--- src/design/lpft_pkg.sv ---
// Shared types, constants and the angle-table helper for the lidar point filter.
`default_nettype none

package lpft_pkg;

  // Field widths of one point and of one result.
  localparam int COORD_W = 19;
  localparam int INTEN_W = 16;
  localparam int OFFS_W  = 20;
  localparam int DRAW_W  = 16;
  localparam int TIME_W  = 21;

  // Register widths.
  localparam int RATIO_W = 17;
  localparam int DIST_W  = 18;
  localparam int UPR_W   = 20;

  // Range arithmetic: a coordinate square needs 37 bits, the sum of three 38 bits.
  localparam int SQ_W   = 2 * COORD_W - 1;
  localparam int SUM_W  = SQ_W + 1;
  localparam int DSQ_W  = 2 * DIST_W;

  // CORDIC datapath: coordinates scaled by 2^20, with headroom for the gain.
  localparam int CORDIC_SHIFT = 20;
  localparam int XW           = 42;

  // Stream and configuration port widths.
  localparam int S_TDATA_W  = 112;
  localparam int M_TDATA_W  = 80;
  localparam int CFG_IDX_W  = 3;
  localparam int CFG_DATA_W = 20;

  // Defaults for the top-level parameters.
  localparam int ANGLE_FRAC_BITS_DEF = 13;
  localparam int CORDIC_STAGES_DEF   = 16;

  // Arctangent table and pi in Q30.
  localparam int ATAN_LEN = 24;
  localparam logic [31:0] PI_Q30 = 32'd3373259426;
  localparam logic [31:0] ATAN_Q30 [ATAN_LEN] = '{
    32'd843314857, 32'd497837829, 32'd263043837, 32'd133525159,
    32'd67021687,  32'd33543516,  32'd16775851,  32'd8388437,
    32'd4194283,   32'd2097149,   32'd1048576,   32'd524288,
    32'd262144,    32'd131072,    32'd65536,     32'd32768,
    32'd16384,     32'd8192,      32'd4096,      32'd2048,
    32'd1024,      32'd512,       32'd256,       32'd128
  };

  // Register reset values.
  localparam logic [INTEN_W-1:0] MIN_INTENSITY_RST = '0;
  localparam logic [RATIO_W-1:0] KEEP_RATIO_RST    = 17'd65536;
  localparam logic [DIST_W-1:0]  MIN_DIST_RST      = '0;
  localparam logic [DIST_W-1:0]  MAX_DIST_RST      = 18'd262143;
  localparam logic [UPR_W-1:0]   US_PER_RAD_RST    = 20'd31831;

  // Configuration register indexes.
  typedef enum logic [CFG_IDX_W-1:0] {
    REG_MIN_INTENSITY  = 3'd0,
    REG_KEEP_RATIO     = 3'd1,
    REG_MIN_DIST       = 3'd2,
    REG_MAX_DIST       = 3'd3,
    REG_ESTIMATE_TIMES = 3'd4,
    REG_CLOCKWISE      = 3'd5,
    REG_US_PER_RADIAN  = 3'd6
  } cfg_reg_e;

  // All configuration registers as one bundle.
  typedef struct packed {
    logic [INTEN_W-1:0] min_intensity;
    logic [RATIO_W-1:0] keep_ratio_q16;
    logic [DIST_W-1:0]  min_dist_mm;
    logic [DIST_W-1:0]  max_dist_mm;
    logic               estimate_times;
    logic               clockwise;
    logic [UPR_W-1:0]   us_per_radian;
  } cfg_t;

  // The part of a point that travels with it down the pipeline.
  typedef struct packed {
    logic signed [COORD_W-1:0] x_mm;
    logic signed [COORD_W-1:0] y_mm;
    logic signed [COORD_W-1:0] z_mm;
    logic [OFFS_W-1:0]         offset_us;
  } point_t;

  // Rounds a Q30 angle to the given number of fraction bits.
  function automatic logic [31:0] to_angle(logic [31:0] q30, int frac_bits);
    logic [32:0] sum;
    sum = {1'b0, q30} + (33'd1 << (29 - frac_bits));
    return 32'(sum >> (30 - frac_bits));
  endfunction

endpackage

`default_nettype wire

--- src/design/lpft_time.sv ---
// Back stages: angle limit, scaling to microseconds, saturation and the output register.
`default_nettype none

module lpft_time
  import lpft_pkg::*;
#(
  parameter int ANGLE_FRAC_BITS = ANGLE_FRAC_BITS_DEF
) (
  input  wire logic                              clk,
  input  wire logic                              rst,
  input  wire logic                              en,
  input  wire cfg_t                              cfg,
  input  wire logic                              in_valid,
  input  wire point_t                            in_pt,
  input  wire logic signed [ANGLE_FRAC_BITS+3:0] in_z,
  input  wire logic                              in_origin,
  output logic                                   out_valid,
  output point_t                                 out_pt,
  output logic signed [TIME_W-1:0]               out_time
);

  localparam int ZW     = ANGLE_FRAC_BITS + 4;
  localparam int MAG_W  = ANGLE_FRAC_BITS + 3;
  localparam int PROD_W = MAG_W + UPR_W;
  localparam int RND_W  = PROD_W - ANGLE_FRAC_BITS;
  localparam logic [MAG_W-1:0]  ANGLE_LIMIT = MAG_W'(3 << ANGLE_FRAC_BITS);
  localparam logic [PROD_W-1:0] HALF_LSB    = PROD_W'(1) << (ANGLE_FRAC_BITS - 1);
  localparam logic [RND_W-1:0]  POS_LIMIT   = RND_W'((1 << (TIME_W - 1)) - 1);
  localparam logic [RND_W-1:0]  NEG_LIMIT   = RND_W'(1 << (TIME_W - 1));
  localparam logic signed [TIME_W-1:0] TIME_MAX = {1'b0, {(TIME_W-1){1'b1}}};
  localparam logic signed [TIME_W-1:0] TIME_MIN = {1'b1, {(TIME_W-1){1'b0}}};

  // Stage 1: magnitude and sign of the angle.
  logic               vld1;
  logic               neg1;
  logic [MAG_W-1:0]   mag1;
  point_t             pt1;

  // Stage 2: scaled magnitude.
  logic               vld2;
  logic               neg2;
  logic [PROD_W-1:0]  prod2;
  point_t             pt2;

  logic signed [ZW-1:0]    ang;
  logic signed [ZW-1:0]    ang_abs;
  logic [MAG_W-1:0]        mag1_next;
  logic                    drop1_next;
  logic [PROD_W-1:0]       psum;
  logic [RND_W-1:0]        rnd;
  logic [RND_W-1:0]        rnd_neg;
  logic signed [TIME_W-1:0] sat;
  logic signed [TIME_W-1:0] time_next;

  // The origin has azimuth zero; angles beyond 3 rad are dropped in estimate mode.
  always_comb begin
    ang        = in_origin ? '0 : in_z;
    ang_abs    = ang[ZW-1] ? -ang : ang;
    mag1_next  = ang_abs[MAG_W-1:0];
    drop1_next = cfg.estimate_times && (mag1_next > ANGLE_LIMIT);
  end

  // Round half up on the magnitude, apply the sign, then saturate.
  always_comb begin
    psum    = prod2 + HALF_LSB;
    rnd     = psum[PROD_W-1:ANGLE_FRAC_BITS];
    rnd_neg = -rnd;
    if (neg2) begin
      sat = (rnd > NEG_LIMIT) ? TIME_MIN : rnd_neg[TIME_W-1:0];
    end else begin
      sat = (rnd > POS_LIMIT) ? TIME_MAX : rnd[TIME_W-1:0];
    end
    time_next = cfg.estimate_times ? sat : {1'b0, pt2.offset_us};
  end

  // Valid bits.
  always_ff @(posedge clk) begin
    if (rst) begin
      vld1      <= 1'b0;
      vld2      <= 1'b0;
      out_valid <= 1'b0;
    end else if (en) begin
      vld1      <= in_valid && !drop1_next;
      vld2      <= vld1;
      out_valid <= vld2;
    end
  end

  // Payload of stages 1, 2 and the output register.
  always_ff @(posedge clk) begin
    if (en) begin
      neg1     <= ang[ZW-1];
      mag1     <= mag1_next;
      pt1      <= in_pt;
      neg2     <= neg1 ^ !cfg.clockwise;
      prod2    <= PROD_W'(mag1) * PROD_W'(cfg.us_per_radian);
      pt2      <= pt1;
      out_pt   <= pt2;
      out_time <= time_next;
    end
  end

  a_angle_drop: assert property (@(posedge clk) disable iff (rst)
    (en && in_valid && drop1_next) |=> !vld1)
    else $error("point beyond the angle limit entered stage 1");

endmodule

`default_nettype wire

--- config.mk ---
export PLATFORM = sky130hd
export DESIGN_NAME = lpft_time
export DESIGN_NICKNAME = d
export VERILOG_FILES = /design/src/design/lpft_pkg.sv /design/src/design/lpft_time.sv
export SDC_FILE = /design/constraint.sdc
export NUM_CORES = 1
export LEC_CHECK = 0
export ABC_AREA = 1
export ABC_CLOCK_PERIOD_IN_PS = 14200
export BUFFER_PORTS_ARGS = -buffer_cell sky130_fd_sc_hd__buf_2
export CELL_PAD_IN_SITES_DETAIL_PLACEMENT = 0
export CELL_PAD_IN_SITES_GLOBAL_PLACEMENT = 1
export CORE_MARGIN = 2
export CORE_UTILIZATION = 45
export DETAILED_ROUTE_END_ITERATION = 12
export PLACE_DENSITY_LB_ADDON = 0.08
export SYNTH_ARGS = -nofsm -noshare
export SYNTH_HDL_FRONTEND = slang
export SYNTH_SLANG_ARGS = --single-unit
--- constraint.sdc ---
create_clock -name clk -period 14.2 [get_ports clk]
set_clock_uncertainty 0.2 [all_clocks]
set_input_delay 1.42 -clock clk [delete_from_list [all_inputs] [get_ports clk]]
set_output_delay 1.42 -clock clk [all_outputs]
set_load 0.1 [all_outputs]
# Word level (Yosys, flattened, before mapping)
# Index checks and enable logic that the tools add are counted.
# W data, S select, Z words.
totals:
  register_bits: 309
  inputBits: 190
  out_inout_bits: 99
  wordCells: 39
op_classes:
  add_sub_neg: 3
  multipliers: 1
  n_lt_le_gt_ge: 3
  n_mux: 6
  bitwise: 1
  reduce_logical: 4
op_table:
  columns: ["op", "n"]
  rows:
  - ["$mux W21", 3]
  - ["$add A36 B13 Y36 const B", 1]
  - ["$mul A16 B20 Y36", 1]
  - ["$gt A23 B20 Y1 const B", 1]
  - ["$gt A23 B21 Y1 const B", 1]
  - ["$neg A21 Y21", 1]
  - ["$mux W20", 1]
  - ["$mux W17", 1]
  - ["$gt A16 B15 Y1 const B", 1]
  - ["$mux W16", 1]
  - ["$neg A16 Y16", 1]
  - ["$logic_and A1 B1 Y1", 2]
  - ["$logic_not A1 Y1", 2]
  - ["$xor A1 B1 Y1", 1]

# Longest topological paths before layout
depth:
  depth_word: 7
  ltp_mapped: 28
  ltp_nobuf: 26

# Worst setup path after synthesis
# No wires, ideal clock.
synth_timing:
  path_kind: "input port to flip-flop"
  startpoint: "in cfg[2] (netlist bit)"
  endpoint: "reg prod2[24], data pin"
  setup_ns: 0.260
  arrival_ns: 6.617
  slack_ns: 7.123
  path_stages: 20
  n_path_buf: 2
  cell_sequence: "clkbuf_1 clkbuf_1 nand2_1 fa_1 fa_1 inv_1 fa_1 fa_1 fa_1 inv_1 fa_1 inv_1 ha_1 a21o_1 a31oi_1 a21boi_0 o21ai_0 nand2_1 nand2_1 xor2_1"
synth_via:
  elab_chain_len: 1
synth_rtl:
  columns: ["element", "line_no", "rtl"]
  rows:
  - ["start: declaration", "lpft_time.sv:12", "input wire cfg_t cfg,"]
  - ["$mul A16 B20 Y36", "lpft_time.sv:96", "prod2 <= PROD_W'(mag1) * PROD_W'(cfg.us_per_radian);"]
  - ["end signal: assignment", "lpft_time.sv:96", null]
  - ["end: declaration", "lpft_time.sv:42", "logic [PROD_W-1:0] prod2;"]
# No other way between the ends.
# A chain may end at the register's enable or synchronous reset.

# Final worst setup path
layout_timing:
  startpoint: "in cfg[8] (netlist bit)"
  endpoint: "reg prod2[24], data pin"
# Same word-level chain as after synthesis.

==> results.py <==
metrics = {
    "clock_tree": {
        "cts_buffers": 30,
        "cts_max_level": 1,
        "cts_setup_buffers": 0,
        "cts_resized": 0,
        "cts_tree": "built",
        "root_buffer": "clkbuf_16",
        "cts_sinks": 297,
        "clk_latency_ns": 0.57,
        "ctsHoldBuffers": 0,
        "clkTransAtPathRegs_ns": 0.07,
        "cts_buffer_depth": 3,
    },
    "sta": {
        "max_slew_margin_pct": 29.90,
        "finalSetupViolCount": 0,
        "setup-tns-final_ns": 0,
        "worstMarginPinSlew_ns": 1.051,
        "rsz0062_at_grt": "no",
        "finalMaxSlewViolations": 0,
        "fmax_ghz": 0.1422,
        "finalCritPeriodShare_pct": 49.51,
        "hold_violations": 0,
        "period_minus_slack_ns": 7.030,
    },
    "yosys": {
        "syn_area_mm2": 0.02237,
        "synth-seq-cells": 297,
        "ys_seq_area_share_pct": 39.74,
        "avgSynthCellArea_um2": 9.595,
        "synth.top_cells.by_area": "edfxtp_1, fa_1, nand2_1",
        "yosys.area.top_type": "edfxtp_1",
        "yosysWarningCount": 0,
        "synth_nets": 2879,
        "yosysUniqueCellTypes": 44,
        "synth_top_area_share_pct": 39.47,
        "syn_inst": 2331,
    },
    "routing": {
        "ant_nets": 0,
        "drt_wl_total_um": 53190,
        "viasPerCell": 4.819,
        "drt-initial-drc-count": 920,
        "drc_errors": 0,
        "first_pass_iters": 5,
        "wl_per_cell_um": 16.68,
        "vias": 15370,
    },
    "global_route": {
        "grt.overflow.total": 0,
        "grt_pass1_vias": 16130,
        "grt_pass1_wl_um": 85520,
        "grt.total_usage_pct": 21.32,
        "antenna_found_initial": 2,
        "grt_max_degree": 139,
    },
    "setup_path": {
        "crit_start": "cfg[8]",
        "critPathKind": "in2reg",
        "arrival_ns": 7.13,
        "cp_max_fo": 16,
        "worstSetupEndpointType": "flip-flop",
        "required_ns": 14.30,
        "r2r_start": "mag1[3]$_DFFE_PP_",
        "start_kind": "primary input",
        "r2r_cells": 19,
    },
    "floorplanning": {
        "die_width_um": 226.9,
        "core_mm2": 0.04905,
        "dieHeight_um": 226.9,
        "start_util_pct": 45.60,
        "die_area_mm2": 0.05150,
        "io_pins": 289,
        "rows": 81,
    },
    "placement": {
        "numPortBuffers": 219,
        "hpwl_um": 42010,
        "routabilityCongestion": 0.8795,
    },
    "hold_path": {
        "hold_class": "reg2reg",
        "hold_depth": 0,
        "hold_start": "pt1[4]$_DFFE_PP_",
    },
    "finish": {
        "finalNetCount": 3048,
        "drive_gt1_share_pct": 12.28,
        "fillers": 4685,
        "syn_to_final_growth_pct": 12.03,
        "final_cell_mix": "nand2_1, inv_1, edfxtp_1, fa_1, buf_2",
        "layout_commonest_cell": "nand2_1",
    },
    "status": {
        "status": "complete, no violations",
    },
    "flow_run": {
        "cap_violations": 0,
    },
}
[final timing paths]
check / to / slack (ns)
worst max-delay path: prod2[24]$_DFFE_PP_ / 7.17
worst min-delay path: pt2[4]$_DFFE_PP_ / 0.20
worst max register to register: prod2[24]$_DFFE_PP_ / 7.46
worst min register to register: pt2[4]$_DFFE_PP_ / 0.20
[kinds of logic (layout without fill, tap and decap cells)]
kind of cell / after synthesis / count (layout) / synth area share (%)
AOI/OAI and AO/OA: 133 / 133 / 3.334
xor gates and xnor gates: 44 / 44 / 1.790
adders and majority gates: 358 / 358 / 28.38
buffers and inverters: 621 / 814 / 10.49
DFF: 297 / 297 / 39.74
muxes: 1 / 1 / 0.04475
other: 0 / 1 / 0
and+or+nand+nor: 877 / 877 / 16.22
[state kept, by name (all words and copies together) (netlist names)]
signal,cells
neg2,1
out_pt,77
vld1,1
mag1,16
out_valid,1
prod2,24
out_time,21
pt2,77
pt1,77
neg1,1
vld2,1
[Yosys cell counts]
library cell  count
nand2_1         599
inv_1           531
edfxtp_1        294
fa_1            249
nor2_1          132
ha_1            109
clkbuf_1         78
nand3_1          74
a21oi_1          61
o21ai_0          43
xor2_1           32
nand2_2          14
nand4_1          13
nand3b_1         12
nor3_1           10
xnor2_1          10
a31oi_1           9
nor2_2            9
buf_2             6
nor2_4            6
o21bai_1          5
a21o_1            3
clkinv_1          3
dfxtp_1           3
a21boi_0          2
a21oi_2           2
a221oi_1          2
inv_2             2
nand3b_2          2
nor4_1            2
buf_6             1
mux2i_1           1
nand2_4           1
nand3_2           1
nand3_4           1
o2111a_1          1
o2111ai_1         1
o211ai_1          1
o21a_1            1
o21ai_1           1
o21bai_4          1
or2_2             1
xnor2_2           1
xor2_2            1
[through the flow]
| step | std cells | setup slack (ns) | instance area, um^2 | util, % | hold WS [ns] |
|---|---|---|---|---|---|
| after floorplan | 2331 | 7.123 | 22370 | - | 0.2003 |
| after global placement | 3132 | 6.701 | 23990 | 48.91 | 0.2005 |
| after detailed placement | 3132 | 6.631 | 23990 | 48.91 | 0.2045 |
| after CTS | 3188 | 7.235 | 25060 | 51.08 | 0.2068 |
| after global routing | 3189 | 6.932 | 25060 | 51.08 | 0.2204 |
| final | 3189 | 7.170 | 25060 | 51.08 | 0.2033 |
[layer usage]
| layer | GRT usage [%] | routed length (um) |
|---|---|---|
| met5 | 0 | 11 |
| met4 | 3.753 | 861 |
| met3 | 3.123 | 2645 |
| met2 | 36.64 | 26570 |
| met1 | 29.20 | 23110 |
[critical path: stages]
cell,delay [ns]
buf_2,0.43
nand2_1,0.16
fa_1,0.62
fa_1,0.44
fa_1,0.48
fa_1,0.49
inv_1,0.05
fa_1,0.54
inv_1,0.06
fa_1,0.53
inv_1,0.04
ha_1,0.31
a21oi_1,0.23
o21ai_0,0.13
o21bai_1,0.24
a21boi_0,0.43
o21ai_0,0.21
nand2_1,0.10
nand2_1,0.06
xor2_1,0.14
[layout make-up]
| type | count | area (um^2) | share of cell area (%) |
|---|---|---|---|
| Antenna cell | 1 | 2.502 | 0.009987 |
| Clock buffer | 34 | 765.7 | 3.056 |
| Clock inverter | 22 | 297.8 | 1.188 |
| Inverter | 536 | 2012 | 8.029 |
| Multi-Input combinational cell | 1413 | 11130 | 44.42 |
| Sequential cell | 297 | 8889 | 35.47 |
| Tap cell | 664 | 830.8 | 3.316 |
| Timing Repair Buffer | 222 | 1129 | 4.504 |
Power is left out: the tool's default activity adds up to more than one toggle a clock period on the data nets, which glitch-free logic cannot reach.
