[src/design/lpft_pkg.sv]
// Shared types, constants and the angle-table helper for the lidar point filter.
`default_nettype none

package lpft_pkg;

  // Field widths of one point and of one result.
  localparam int COORD_W = 19;
  localparam int INTEN_W = 16;
  localparam int OFFS_W  = 20;
  localparam int DRAW_W  = 16;
  localparam int TIME_W  = 21;

  // Register widths.
  localparam int RATIO_W = 17;
  localparam int DIST_W  = 18;
  localparam int UPR_W   = 20;

  // Range arithmetic: a coordinate square needs 37 bits, the sum of three 38 bits.
  localparam int SQ_W   = 2 * COORD_W - 1;
  localparam int SUM_W  = SQ_W + 1;
  localparam int DSQ_W  = 2 * DIST_W;

  // CORDIC datapath: coordinates scaled by 2^20, with headroom for the gain.
  localparam int CORDIC_SHIFT = 20;
  localparam int XW           = 42;

  // Stream and configuration port widths.
  localparam int S_TDATA_W  = 112;
  localparam int M_TDATA_W  = 80;
  localparam int CFG_IDX_W  = 3;
  localparam int CFG_DATA_W = 20;

  // Defaults for the top-level parameters.
  localparam int ANGLE_FRAC_BITS_DEF = 13;
  localparam int CORDIC_STAGES_DEF   = 16;

  // Arctangent table and pi in Q30.
  localparam int ATAN_LEN = 24;
  localparam logic [31:0] PI_Q30 = 32'd3373259426;
  localparam logic [31:0] ATAN_Q30 [ATAN_LEN] = '{
    32'd843314857, 32'd497837829, 32'd263043837, 32'd133525159,
    32'd67021687,  32'd33543516,  32'd16775851,  32'd8388437,
    32'd4194283,   32'd2097149,   32'd1048576,   32'd524288,
    32'd262144,    32'd131072,    32'd65536,     32'd32768,
    32'd16384,     32'd8192,      32'd4096,      32'd2048,
    32'd1024,      32'd512,       32'd256,       32'd128
  };

  // Register reset values.
  localparam logic [INTEN_W-1:0] MIN_INTENSITY_RST = '0;
  localparam logic [RATIO_W-1:0] KEEP_RATIO_RST    = 17'd65536;
  localparam logic [DIST_W-1:0]  MIN_DIST_RST      = '0;
  localparam logic [DIST_W-1:0]  MAX_DIST_RST      = 18'd262143;
  localparam logic [UPR_W-1:0]   US_PER_RAD_RST    = 20'd31831;

  // Configuration register indexes.
  typedef enum logic [CFG_IDX_W-1:0] {
    REG_MIN_INTENSITY  = 3'd0,
    REG_KEEP_RATIO     = 3'd1,
    REG_MIN_DIST       = 3'd2,
    REG_MAX_DIST       = 3'd3,
    REG_ESTIMATE_TIMES = 3'd4,
    REG_CLOCKWISE      = 3'd5,
    REG_US_PER_RADIAN  = 3'd6
  } cfg_reg_e;

  // All configuration registers as one bundle.
  typedef struct packed {
    logic [INTEN_W-1:0] min_intensity;
    logic [RATIO_W-1:0] keep_ratio_q16;
    logic [DIST_W-1:0]  min_dist_mm;
    logic [DIST_W-1:0]  max_dist_mm;
    logic               estimate_times;
    logic               clockwise;
    logic [UPR_W-1:0]   us_per_radian;
  } cfg_t;

  // The part of a point that travels with it down the pipeline.
  typedef struct packed {
    logic signed [COORD_W-1:0] x_mm;
    logic signed [COORD_W-1:0] y_mm;
    logic signed [COORD_W-1:0] z_mm;
    logic [OFFS_W-1:0]         offset_us;
  } point_t;

  // Rounds a Q30 angle to the given number of fraction bits.
  function automatic logic [31:0] to_angle(logic [31:0] q30, int frac_bits);
    logic [32:0] sum;
    sum = {1'b0, q30} + (33'd1 << (29 - frac_bits));
    return 32'(sum >> (30 - frac_bits));
  endfunction

endpackage

`default_nettype wire

[src/design/lpft_prep.sv]
// Front stages: intensity and draw tests, squared range window and CORDIC pre-rotation.
`default_nettype none

module lpft_prep
  import lpft_pkg::*;
#(
  parameter int ANGLE_FRAC_BITS = ANGLE_FRAC_BITS_DEF
) (
  input  wire logic                                clk,
  input  wire logic                                rst,
  input  wire logic                                en,
  input  wire cfg_t                                cfg,
  input  wire logic                                in_valid,
  input  wire point_t                              in_pt,
  input  wire logic [INTEN_W-1:0]                  in_intensity,
  input  wire logic [DRAW_W-1:0]                   in_keep_draw,
  output logic                                     out_valid,
  output point_t                                   out_pt,
  output logic signed [XW-1:0]                     out_xv,
  output logic signed [XW-1:0]                     out_yv,
  output logic signed [ANGLE_FRAC_BITS+3:0]        out_z,
  output logic                                     out_origin
);

  localparam int ZW = ANGLE_FRAC_BITS + 4;
  localparam logic signed [ZW-1:0] PI_A = ZW'(to_angle(PI_Q30, ANGLE_FRAC_BITS));
  localparam int EXT_W = XW - COORD_W - CORDIC_SHIFT;

  // Stage A registers.
  logic                    vld_a;
  logic                    ok_a;
  logic [SQ_W-1:0]         xx_a, yy_a, zz_a;
  logic [DSQ_W-1:0]        minsq_a, maxsq_a;
  point_t                  pt_a;
  logic signed [XW-1:0]    xv_a, yv_a;
  logic signed [ZW-1:0]    z_a;
  logic                    org_a;

  // Stage B registers.
  logic                    vld_b;
  logic                    ok_b;
  logic [SUM_W-1:0]        sum_b;
  logic [DSQ_W-1:0]        minsq_b, maxsq_b;
  point_t                  pt_b;
  logic signed [XW-1:0]    xv_b, yv_b;
  logic signed [ZW-1:0]    z_b;
  logic                    org_b;

  // Stage A next values.
  logic signed [2*COORD_W-1:0] px, py, pz;
  logic                        ok_a_next;
  logic signed [XW-1:0]        xs, ys;
  logic signed [XW-1:0]        xv_a_next, yv_a_next;
  logic signed [ZW-1:0]        z_a_next;
  logic [DSQ_W-1:0]            minsq_a_next, maxsq_a_next;
  logic                        in_range;

  // Squares, threshold tests and the turn by pi for the left half plane.
  always_comb begin
    px = in_pt.x_mm * in_pt.x_mm;
    py = in_pt.y_mm * in_pt.y_mm;
    pz = in_pt.z_mm * in_pt.z_mm;
    minsq_a_next = cfg.min_dist_mm * cfg.min_dist_mm;
    maxsq_a_next = cfg.max_dist_mm * cfg.max_dist_mm;
    ok_a_next = (in_intensity > cfg.min_intensity) &&
                ({1'b0, in_keep_draw} < cfg.keep_ratio_q16);
    xs = {{EXT_W{in_pt.y_mm[COORD_W-1]}}, in_pt.y_mm, {CORDIC_SHIFT{1'b0}}};
    ys = {{EXT_W{in_pt.x_mm[COORD_W-1]}}, in_pt.x_mm, {CORDIC_SHIFT{1'b0}}};
    if (in_pt.y_mm[COORD_W-1]) begin
      xv_a_next = -xs;
      yv_a_next = -ys;
      z_a_next  = in_pt.x_mm[COORD_W-1] ? -PI_A : PI_A;
    end else begin
      xv_a_next = xs;
      yv_a_next = ys;
      z_a_next  = '0;
    end
  end

  // Valid bits of the three stages.
  always_ff @(posedge clk) begin
    if (rst) begin
      vld_a     <= 1'b0;
      vld_b     <= 1'b0;
      out_valid <= 1'b0;
    end else if (en) begin
      vld_a     <= in_valid;
      vld_b     <= vld_a;
      out_valid <= vld_b && ok_b && in_range;
    end
  end

  // Stage A payload.
  always_ff @(posedge clk) begin
    if (en) begin
      ok_a    <= ok_a_next;
      xx_a    <= px[SQ_W-1:0];
      yy_a    <= py[SQ_W-1:0];
      zz_a    <= pz[SQ_W-1:0];
      minsq_a <= minsq_a_next;
      maxsq_a <= maxsq_a_next;
      pt_a    <= in_pt;
      xv_a    <= xv_a_next;
      yv_a    <= yv_a_next;
      z_a     <= z_a_next;
      org_a   <= (in_pt.x_mm == '0) && (in_pt.y_mm == '0);
    end
  end

  // Stage B: sum of the squares.
  always_ff @(posedge clk) begin
    if (en) begin
      ok_b    <= ok_a;
      sum_b   <= SUM_W'(xx_a) + SUM_W'(yy_a) + SUM_W'(zz_a);
      minsq_b <= minsq_a;
      maxsq_b <= maxsq_a;
      pt_b    <= pt_a;
      xv_b    <= xv_a;
      yv_b    <= yv_a;
      z_b     <= z_a;
      org_b   <= org_a;
    end
  end

  // Stage C: strict range window; a point outside it leaves as a bubble.
  assign in_range = (sum_b > SUM_W'(minsq_b)) && (sum_b < SUM_W'(maxsq_b));

  always_ff @(posedge clk) begin
    if (en) begin
      out_pt     <= pt_b;
      out_xv     <= xv_b;
      out_yv     <= yv_b;
      out_z      <= z_b;
      out_origin <= org_b;
    end
  end

  a_range_drop: assert property (@(posedge clk) disable iff (rst)
    (en && vld_b && !in_range) |=> !out_valid)
    else $error("point outside the range window passed stage C");

  a_tests_drop: assert property (@(posedge clk) disable iff (rst)
    (en && vld_b && !ok_b) |=> !out_valid)
    else $error("point failing intensity or draw test passed stage C");

endmodule

`default_nettype wire

[config.mk]
export PLATFORM = sky130hd
export DESIGN_NAME = lpft_prep
export DESIGN_NICKNAME = d
export VERILOG_FILES = /design/src/design/lpft_pkg.sv /design/src/design/lpft_prep.sv
export SDC_FILE = /design/constraint.sdc
export NUM_CORES = 2
export LEC_CHECK = 0
export BUFFER_PORTS_ARGS = -buffer_cell sky130_fd_sc_hd__buf_2
export CAP_MARGIN = 20
export CELL_PAD_IN_SITES_DETAIL_PLACEMENT = 0
export CELL_PAD_IN_SITES_GLOBAL_PLACEMENT = 1
export CORE_AREA = 5 5 383 385
export CTS_CLUSTER_SIZE = 10
export DETAILED_ROUTE_END_ITERATION = 8
export DIE_AREA = 0 0 388 390
export GPL_TIMING_DRIVEN = 0
export PLACE_DENSITY = 0.95
export SYNTH_ARGS = -nofsm -noshare
export SYNTH_HDL_FRONTEND = slang
export SYNTH_SLANG_ARGS = --single-unit
[constraint.sdc]
create_clock -name clk -period 22.9 [get_ports clk]
set_clock_uncertainty 0.2 [all_clocks]
set_input_delay 2.29 -clock clk [delete_from_list [all_inputs] [get_ports clk]]
set_output_delay 2.29 -clock clk [all_outputs]
set_load 0.1 [all_outputs]
# Yosys cells after proc, flatten, opt, wreduce, memory -nomap -nowiden
# Index checks and enable logic that the tools add are counted.
dict set report totals {
  ff_bits 835
  output_inout_bits 180
}
dict set report op_classes {
  mux 3
  order_cmp 4
  n_reduce_logical 7
  addsub 4
  n_mul 5
}
# cell count
set ops {}
lappend ops {{19-bit by 19-bit multiplier with 37-bit output} 3}
lappend ops {{39-bit negator with 42-bit output} 2}
lappend ops {{18-bit by 18-bit multiplier with 36-bit output} 2}
lappend ops {{42-bit 2-to-1 mux} 1}
lappend ops {{37-bit by 37-bit adder with 38-bit output} 1}
lappend ops {{38-bit by 37-bit adder with 38-bit output} 1}
lappend ops {{38-bit by 36-bit > comparator with 1-bit output} 1}
lappend ops {{19-bit logical NOT} 2}
lappend ops {{38-bit by 36-bit < comparator with 1-bit output} 1}
lappend ops {{38-bit 2-to-1 mux} 1}
lappend ops {{16-bit by 17-bit < comparator with 1-bit output} 1}
lappend ops {{17-bit 2-to-1 mux} 1}
lappend ops {{16-bit > comparator} 1}
lappend ops {{1-bit logical AND} 5}

# Longest topological paths before layout
dict set report depth {
  ltp_word 3
  ltp_mapped 28
  mapped_depth_nobuf 26
}

# Worst setup path after synthesis
# No wires, ideal clock.
dict set report synth_path {
  kind {input to register}
  from {input in_pt[57] (netlist name)}
  to {register yy_a[34] (data pin)}
  path_stages 21
  arrival_time_ns 8.541
  t_required_ns 22.442
  setup_slack_ns 13.902
  n_path_buf 3
  cell_sequence {clkbuf_1 > clkbuf_1 > clkbuf_1 > nand2_1 > fa_1 > fa_1 > fa_1 > inv_1 > fa_1 > fa_1 > fa_1 > ha_1 > ha_1 > o21a_1 > o21ai_0 > nor3_1 > a211oi_1 > a21oi_1 > or3_1 > a21oi_1 > xnor2_1}
}
dict set report synth_between {
  elab_chain_len 1
}
# element line_no
set synth_lines {}
lappend synth_lines {{from (decl)} lpft_prep.sv:14} ;# input wire point_t in_pt,
lappend synth_lines {{19-bit by 19-bit multiplier with 37-bit output} lpft_prep.sv:61} ;# py = in_pt.y_mm * in_pt.y_mm;
lappend synth_lines {{net py[34]} lpft_prep.sv:50} ;# logic signed [2*COORD_W-1:0] px, py, pz;
lappend synth_lines {{to (signal assigned)} lpft_prep.sv:98} ;# yy_a <= py[SQ_W-1:0];
lappend synth_lines {{to (decl)} lpft_prep.sv:32} ;# logic [SQ_W-1:0] xx_a, yy_a, zz_a;
# The timed path passes the listed nets, and every way through them passes these cells.
# A chain may end at the register's enable or synchronous reset.

# Worst setup path after layout
dict set report layout_path {
  from {input in_pt[57] (netlist name)}
  to {register yy_a[32] (data pin)}
}
# Same word-level chain as after synthesis.

==> results.cfg <==
[place]
routabilityCongestion = 0.941
dp_hpwl_um = 154000
io_buffers = 314

[synthesis]
yosys-top-cells-area = fa_1 36%, edfxtp_1 25%, ha_1 12%, inv_1 9.1%, nand2_1 2.9%
yosysSeqAreaShare = 0.248
synth_edf_count = 654
yosys_most_used_dff = edfxtp_1
synth.avg_cell_area_sq_um = 10.9
synth_top_family_by_area = adder cells
synthTopCellsByCount = 1,916 x inv_1, 1,446 x fa_1, 743 x ha_1
ys_warn_count = 0
syn_area_sq_mm = 0.0794
synthSimpleGateAreaFrac = 0.0777
netlist.area_leader.share = 0.365
synth-seq-cells = 657
synthAdderAreaFrac = 0.482
synth.most_common_cell = inv_1
ys_async_sr_fraction = 0
synth-xor-area-share = 0.0333
syn-instance-count = 7275
synth_compound_area_frac = 0.0536
yosys.area.top_type = fa_1
synth_cell_types = 82
synthMuxAreaShare = 0.00147

[floorplan]
die_h_um = 390
io_pins = 384
std_cell_rows = 139
core_area_sq_mm = 0.143
die_area_sq_mm = 0.151
initial_utilization = 0.556
fp.dieW_um = 388

[detailed_routing]
drc = 0
ant_nets = 0
viasPerCell = 5.31
vias = 51200
drtIter0Drc = 3240
wl_um = 187000
wire_per_inst_um = 19.4
drt-pass1-iter-count = 8

[global_routing]
use_met1 = 0.332
grt_remaining_overflow = 0
grt_use_total = 0.255
use_met2 = 0.427
top_usage_layer = met2
grt_first_pass_wirelength_um = 302000
met3_usage = 0.0454
grt_start_max_net_pins = 137
grt_pass1_vias = 56100
antenna_found_initial = 3

[cts]
tritoncts = built
cts_resized = 0
clkTransAtPathRegs_ns = 0.05
cts_buffers = 81
clock_latency_ns = 0.73
cts_root_buf = clkbuf_16
htree_levels = 3
clk_path_buf_depth = 3
cts_setup_buffers = 0
clock-sinks = 657
hold_buffers = 0

[finish]
layout-drive-gt1-share = 0.0671
multiInputGateArea_sq_mm = 0.0516
final_nets = 10100
fillers = 11400
area_delta_synth_final_pct = 8.38
diodes = 0
seq_area_sq_mm = 0.0197
final_util = 0.603

[timing]
fin_tns_setup_ns = 0
post-route-period-util = 0.474
fmax_ghz = 0.0922
worst_pin_slew_ns = 0.971
drv_slew = 0
finalHoldViolCount = 0
rsz0062_at_grt = no
setup_viol = 0
period_needed_ns = 10.85
relSlewSlack = 0.347

[worst_setup_path]
crit_buf_inv = 5
r2r_end = sum_b[33]
reg2reg_depth = 14
worstPathRequired_ns = 23.08
crit_path_end = yy_a[32]
path_depth = 21
critPathMaxStageDelay_ns = 0.75
worst_setup_path_end_kind = register
reg2reg_from = xx_a[3]
crit_type = in -> reg
cp_common_cell = fa_1
setup.reg_to_reg.worst_slack_ns = 18.30
critPathMaxFanout = 10
cp_top_family = adder cells
arrival_ns = 11.03
cp_slowest_cell = a21boi_0
crit_start = in_pt[57]
path_cells = buf_2, clkbuf_1, clkbuf_1, clkbuf_1, nand2_1, fa_1, fa_1, fa_1, inv_1, fa_1, fa_1, fa_1, ha_1, ha_1, o21a_1, o21ai_0, nor3_1, a211oi_1, a21oi_1, nor2_1, a21boi_0
critPathLaunchType = primary input

[min_path]
worstHoldPathType = reg -> reg

[flow_run]
drv_cap = 0

[status]
status = completed
## final cells by class
class	instances	share of cell area
flip-flops and latches	657	0.229
clock inverters	20	0.00321
inverters	1924	0.0839
well taps	1903	0.0277
plain buffers	218	0.0120
repair buffers	320	0.0200
multi-input cells	4519	0.600
clock buffers	94	0.0245
## cells by family (layout without fill, tap and decap cells)
| logic type | after synthesis | count (layout) |
|---|---|---|
| other | 1 | 44 |
| buffers and inverters | 2142 | 2576 |
| XOR/XNOR | 302 | 302 |
| AO/OA/AOI/OAI | 648 | 648 |
| flip-flops | 657 | 657 |
| AND/OR/NAND/NOR | 1325 | 1325 |
| multiplexers | 11 | 11 |
| adder cells (fa/ha/maj) | 2189 | 2189 |
## how the worst min path moves through the flow
stage | from | to | slack (ns) | depth (start not counted)
3_3_place_gp | pt_a[54] | pt_b[54] | 0.20 | 0
3_5_place_dp | maxsq_a[19] | maxsq_b[19] | 0.20 | 0
6_report | minsq_a[5] | minsq_b[5] | 0.18 | 0
2_1_floorplan | maxsq_a[0] | maxsq_b[0] | 0.20 | 0
4_1_cts | minsq_a[5] | minsq_b[5] | 0.17 | 0
5_1_grt | maxsq_a[6] | maxsq_b[6] | 0.18 | 0
## cells in the final DEF, fill, tap and decap left out, types with 6 or more instances in the layout
master | netlist | routed
a211oi_1 | 22 | 22
mux2i_1 | 6 | 6
and2_1 | 237 | 237
nor2b_1 | 47 | 47
a31oi_1 | 14 | 14
inv_1 | 1916 | 1916
nand2_1 | 614 | 614
or3_1 | 15 | 15
o211ai_1 | 9 | 9
o21bai_1 | 39 | 39
xor2_1 | 79 | 79
o31ai_1 | 17 | 17
buf_2 | 0 | 314
clkinv_1 | 6 | 10
o21ai_0 | 107 | 107
a2111oi_0 | 6 | 6
nor4_1 | 10 | 10
clkbuf_1 | 149 | 160
buf_1 | 13 | 13
or2_2 | 14 | 14
fa_1 | 1446 | 1446
xnor2_1 | 223 | 223
o21a_1 | 28 | 28
nor3_1 | 32 | 32
conb_1 | 1 | 44
ha_1 | 743 | 743
edfxtp_1 | 654 | 654
clkbuf_16 | 0 | 82
a31o_2 | 10 | 10
a21o_1 | 132 | 132
and3_1 | 14 | 14
nor2_1 | 226 | 226
buf_4 | 56 | 56
nand4_1 | 28 | 28
nand2b_1 | 36 | 36
a21oi_1 | 195 | 195
and4_1 | 7 | 7
nand3_1 | 27 | 27
## per-stage QoR
stage | setup slack [ns] | cell area, sq um | instances | hold slack (ns)
after floorplan | 13.90 | 79500 | 7318 | 0.200
after global placement | 8.44 | 83500 | 9535 | 0.201
after detailed placement | 11.31 | 83600 | 9541 | 0.205
after CTS | 11.99 | 86000 | 9655 | 0.174
after global routing | 11.76 | 86000 | 9655 | 0.184
final | 12.05 | 86000 | 9655 | 0.180
## metal layers
layer	part of all wire	vias up
li1	-	23100
met1	0.40	25900
met2	0.49	1831
met3	0.073	419
met4	0.045	6
met5	0.00017	-
## registers in the layout, indices dropped and copies added, names as in the netlist, 36 cells and up
signal,count
out_pt,77
pt_b,77
pt_a,74
sum_b,38
xx_a,36
yy_a,36
zz_a,36
Power is left out: the tool's default activity adds up to more than one toggle a clock period on the data nets, which glitch-free logic cannot reach.
